File: src/rtl/lss_pkg.sv
// Shared types and constants for the lap and sector split timer.
// Holds the command codes, the field widths and the controller/datapath handshake structs.
// No dependencies.
package lss_pkg;

    localparam int TIME_W     = 32;
    localparam int SUM_W      = 40;
    localparam int CMD_W      = 2;
    localparam int CFG_IDX_W  = 2;
    localparam int CFG_DATA_W = 5;
    localparam int SECNUM_W   = 4;

    localparam int S_TDATA_W  = TIME_W;
    localparam int S_TUSER_W  = CMD_W;
    localparam int OUT_BITS   = 3 * TIME_W + SECNUM_W + SUM_W;
    localparam int M_TDATA_W  = ((OUT_BITS + 7) / 8) * 8;
    localparam int M_TUSER_W  = 2;

    localparam logic [CMD_W-1:0] CMD_RESTART = 2'd0;
    localparam logic [CMD_W-1:0] CMD_SECTOR  = 2'd1;
    localparam logic [CMD_W-1:0] CMD_LAP     = 2'd2;
    localparam logic [CMD_W-1:0] CMD_QUERY   = 2'd3;

    localparam logic [CFG_IDX_W-1:0] REG_SECTORS = 2'd0;
    localparam logic [CFG_IDX_W-1:0] REG_SLOTS   = 2'd1;

    // Radix-4 restoring divider: two quotient bits per cycle.
    localparam int DIV_STEPS  = 2;
    localparam int DIV_CYCLES = SUM_W / DIV_STEPS;
    localparam int DIV_CNT_W  = $clog2(DIV_CYCLES);

    typedef struct packed {
        logic capture;
        logic exec;
        logic post;
        logic div_start;
        logic load_out;
    } lss_cmd_t;

    typedef struct packed {
        logic div_done;
    } lss_status_t;

endpackage

File: src/rtl/lss_ctrl.sv
// Controller of the split timer: sequences capture, update, sum fix-up, divide and output load.
// Depends on lss_pkg for the command and status structs.
module lss_ctrl
    import lss_pkg::*;
(
    input  logic        aclk,
    input  logic        aresetn,
    input  logic        s_tvalid,
    output logic        s_tready,
    output logic        m_tvalid,
    input  logic        m_tready,
    output lss_cmd_t    cmd,
    input  lss_status_t status
);

    localparam logic [2:0] ST_IDLE   = 3'd0;
    localparam logic [2:0] ST_EXEC   = 3'd1;
    localparam logic [2:0] ST_POST   = 3'd2;
    localparam logic [2:0] ST_DSTART = 3'd3;
    localparam logic [2:0] ST_DWAIT  = 3'd4;
    localparam logic [2:0] ST_OUT    = 3'd5;

    logic [2:0] state_reg;
    logic [2:0] state_next;
    logic       m_valid_reg;
    logic       m_valid_next;
    logic       accept;

    assign s_tready = (state_reg == ST_IDLE);
    assign accept   = s_tvalid && s_tready;

    always_comb begin
        cmd.capture   = accept;
        cmd.exec      = (state_reg == ST_EXEC);
        cmd.post      = (state_reg == ST_POST);
        cmd.div_start = (state_reg == ST_DSTART);
        cmd.load_out  = (state_reg == ST_OUT) && (!m_valid_reg || m_tready);
    end

    always_comb begin
        state_next = state_reg;
        case (state_reg)
            ST_IDLE:   if (accept) state_next = ST_EXEC;
            ST_EXEC:   state_next = ST_POST;
            ST_POST:   state_next = ST_DSTART;
            ST_DSTART: state_next = ST_DWAIT;
            ST_DWAIT:  if (status.div_done) state_next = ST_OUT;
            ST_OUT:    if (cmd.load_out) state_next = ST_IDLE;
            default:   state_next = ST_IDLE;
        endcase
    end

    // The output word stays until taken; a new result only loads into an empty or draining slot.
    always_comb begin
        m_valid_next = m_valid_reg;
        if (cmd.load_out) begin
            m_valid_next = 1'b1;
        end else if (m_tready) begin
            m_valid_next = 1'b0;
        end
    end

    always_ff @(posedge aclk) begin
        if (!aresetn) begin
            state_reg   <= ST_IDLE;
            m_valid_reg <= 1'b0;
        end else begin
            state_reg   <= state_next;
            m_valid_reg <= m_valid_next;
        end
    end

    assign m_tvalid = m_valid_reg;

    a_no_overwrite: assert property (@(posedge aclk) disable iff (!aresetn)
        cmd.load_out |-> !(m_valid_reg && !m_tready))
        else $error("result loaded over a word not yet taken");

    a_accept_runs: assert property (@(posedge aclk) disable iff (!aresetn)
        accept |=> cmd.exec)
        else $error("accepted word not processed");

    a_done_waited: assert property (@(posedge aclk) disable iff (!aresetn)
        status.div_done |-> state_reg == ST_DWAIT)
        else $error("divider finished outside the wait state");

endmodule

File: config.mk
export PLATFORM = sky130hd
export DESIGN_NAME = lss_ctrl
export DESIGN_NICKNAME = d
export VERILOG_FILES = /design/src/rtl/lss_pkg.sv /design/src/rtl/lss_ctrl.sv
export SDC_FILE = /design/constraint.sdc
export NUM_CORES = 1
export LEC_CHECK = 0
export ABC_AREA = 1
export BUFFER_PORTS_ARGS = -buffer_cell sky130_fd_sc_hd__buf_2
export CORE_AREA = 2 2 39 41
export DETAILED_ROUTE_END_ITERATION = 10
export DIE_AREA = 0 0 41 43
export SYNTH_ARGS = -nofsm -noshare
export SYNTH_HDL_FRONTEND = slang
export SYNTH_SLANG_ARGS = --single-unit
File: constraint.sdc
create_clock -name aclk -period 1.3 [get_ports aclk]
set_input_delay 0.065 -clock aclk [delete_from_list [all_inputs] [get_ports aclk]]
set_output_delay 0.065 -clock aclk [all_outputs]
set_load 0.02 [all_outputs]
# After elaboration in Yosys (flattened, before gate mapping)
# Cells that the tools add are included.
# word_totals
wordCells	23
reg_bits	4
output_inout_bits	7
in_bits	5
# classes
eq_ne	8
reduce_logical	7
muxes	6
# op_table
operator	n
$pmux 3 s6	1
$mux 3	3
$eq 3x2->1 const B	2
$eq 3x3->1 const B	2
$ne 2x2->1 const B	2
$eq 3x1->1 const B	1
$logic_not 3->1	1
$reduce_and 3->1	1
$logic_and 1x1->1	2
$mux 1	2
$ne 2x1->1 const B	1
$reduce_bool 2->1	1
$logic_not 1->1	1
$logic_or 1x1->1	1

# Longest topological paths before layout
# depth
word_depth	5
mapped_depth	6
ltp_nobuf	6

# Worst setup path after synthesis
# No wires, ideal clock.
# synth_path
path_kind	flip-flop to flip-flop
from	reg state_reg[2]
to	reg state_reg[1]
setup_slack_ns	0.267
period_less_slack_ns	1.033
setup_ns	0.065
required_ns	1.235
n_path_buf	1
arrival_ns	0.968
stages_incl_launch_ff	5
path_cell_list	dfxtp_1 -> buf_4 -> nor3_2 -> nor2_1 -> nor2_1
# synth_lines
element	line	text
start: declaration	lss_ctrl.sv:23	logic [2:0] state_reg;
start signal: assignment	lss_ctrl.sv:68	state_reg <= state_next;

==> out/results.tsv <==
metric	value	unit
outcome	finished clean	
final.fill_count	164	
via_count	270	
setup_viol	0	
insertion_delay	230	ps
synth_area_per_cell	6.50	um2
synth_fa_ha_area_share	0	%
synth_cell_types	13	
grt.total_usage	6.64	%
clk_pin_slew_worst_paths	40	ps
grt_max_degree	12	
power.total	444	uW
grt_pass1_vias	188	
yosys_warnings	0	
routed_wl	500	um
synth_simple_gate_area_share	42.3	%
worstPathMaxFanout	4	
antenna_found_initial	0	
initial_core_util	19.3	%
rsz0062_at_grt	yes	
core_area	0.00138	mm2
worst_pin_slew	240	ps
relSlewSlack	84.0	%
worstSetupEndpointType	output port	
largest_reg_flops	3	
h-tree-depth	1	
hold_path_depth	2	
hold_viol	0	
seq_power_share	35.4	%
post-route-period-util	93.5	%
final_cell_mix	11 x buf_2, 8 x inv_1, 6 x nand2_1, 5 x nor2_1, 4 x nor2_2	
numCtsBuffers	3	
vias_per_cell	3.97	
hold_path_end	m_tvalid	
cts.sinks	4	
pwr-share-clk	34.0	%
synth-compound-area-share	6.57	%
worstHoldStart	aresetn	
synth_nets	46	
chipHeight	43	um
antennaDiodeCount	0	
ff2ff_setup_slack	310	ps
grt_pass1_wl	703	um
ant_nets	0	
tritoncts	built	
r2r-start	state_reg[1]	
drive_gt1_share	42.3	%
grt_overflow	0	
p_int	288	uW
ff2ff_path_depth	6	
nets	59	
p_leak	0.189	nW
clockRootBuffer	clkbuf_4	
place_hpwl	400	um
startpoint_type	register	
synth_top_family_by_area	simple AND/OR/NAND/NOR gates	
yosys.area_share.xor_xnor	0	%
final_common_cell	buf_2	
switching_share	35.1	%
tns	0	ps
place.gp.congestion	0.681	
ir_drop	0.374	mV
synthCells	41	
syn_to_final_growth	28.6	%
p_switching	156	uW
die_w	41	um
crit_type	register to output port	
drt_first_pass_iters	2	
port-buffer-count	11	
whs	52.9	ps
dieArea	0.00176	mm2
wl_per_cell	7.35	um
min_period	1220	ps
skew	7.91	ps
synth-seq-area-share	30.0	%
io_pins	12	
slew_viol_final	0	
drt_iter0_drc	5	
synthMuxAreaShare	0	%
hp-class	input pin to register	
row_count	14	
utilization	24.8	%
clockBufferDepth	2	
drc	0	
synth_area	267	um2
cp.required	1240	ps
synth-seq-cells	4	
timing.rr.end	state_reg[0]	
p_comb_share	30.6	%
maxCapViolations	0	
powerDensity	1290	mW/mm2
max_freq	823	MHz
arrival	1150	ps
postCtsSetupRepairBufs	0	
[critical path, cell delays in order (launching register included)]
cell,delay (ps)
dfxtp_1,410
inv_2,80
nor2_2,110
nand2_1,70
nor2_2,90
buf_2,170
[area by class of cell]
cell class                 instances  area, um2  share of cell area, %
clock buffer                       3       22.5                   6.57
multi-input combinational         25        130                   38.0
inverter                           9       33.8                   9.85
timing repair buffer              11       55.1                   16.1
sequential                         4       81.3                   23.7
tap                               16       20.0                   5.84
[timing repair]
item | in CTS | in global routing
resized for setup | 0 | 1
hold buffers | 0 | 0
setup endpoints to repair | 0 | 2
[cells in the mapped netlist (all sizes together)]
library cell,n,area [um2]
a21oi,2,10.0
buf,3,22.5
dfxtp,4,80.1
inv,9,33.8
nand2,6,22.5
nand3,3,15.0
nand4,1,6.26
nor2,9,43.8
nor3,3,25.0
o21a,1,7.51
[metrics by stage]
step | worst slack, ps | instances | instance area, um2
2_1_floorplan | 267 | 41 | 267
3_3_place_gp | 278 | 65 | 319
3_5_place_dp | 270 | 65 | 319
4_1_cts | 47.9 | 68 | 342
5_1_grt | -30.5 | 68 | 343
6_report | 85.0 | 68 | 343
[power groups by stage]
| stage | Clock [mW] | Sequential, mW | Combinational (mW) |
|---|---|---|---|
| 6_report | 0.151 | 0.157 | 0.136 |
| 5_1_grt | 0.170 | 0.158 | 0.152 |
| 4_1_cts | 0.156 | 0.156 | 0.138 |
| 3_5_place_dp | 0 | 0.158 | 0.137 |
| 3_3_place_gp | 0 | 0.158 | 0.136 |
| 2_1_floorplan | 0 | 0.152 | 0.113 |
[how the worst max path moves through the flow]
stage / slack, ps / start / endpoint / cells after the start
after floorplan: 270 / state_reg[2] / state_reg[1] / 4
final: 80 / state_reg[0] / cmd[0] / 5
after global placement: 280 / state_reg[2] / state_reg[0] / 5
after global routing: -30 / state_reg[1] / cmd[4] / 4
after detailed placement: 270 / state_reg[2] / state_reg[0] / 6
after CTS: 50 / state_reg[2] / cmd[0] / 3
[cells by family after synthesis]
group / count (synthesis)
AOI/OAI and AO/OA: 3
DFF: 4
and+or+nand+nor: 22
buffers and inverters: 12
[per-layer routing]
metal  vias to the layer above  wire length [um]  share of wire (%)  track usage [%]
met5                         -                 0                  0                0
met4                         0                 0                  0             8.00
met3                         0                33                6.6             4.71
met2                         6               241                 48             8.13
li1                        146                 -                  -                -
met1                       118               225                 45             6.15
Note: power is estimated with default switching activity, not from simulation.
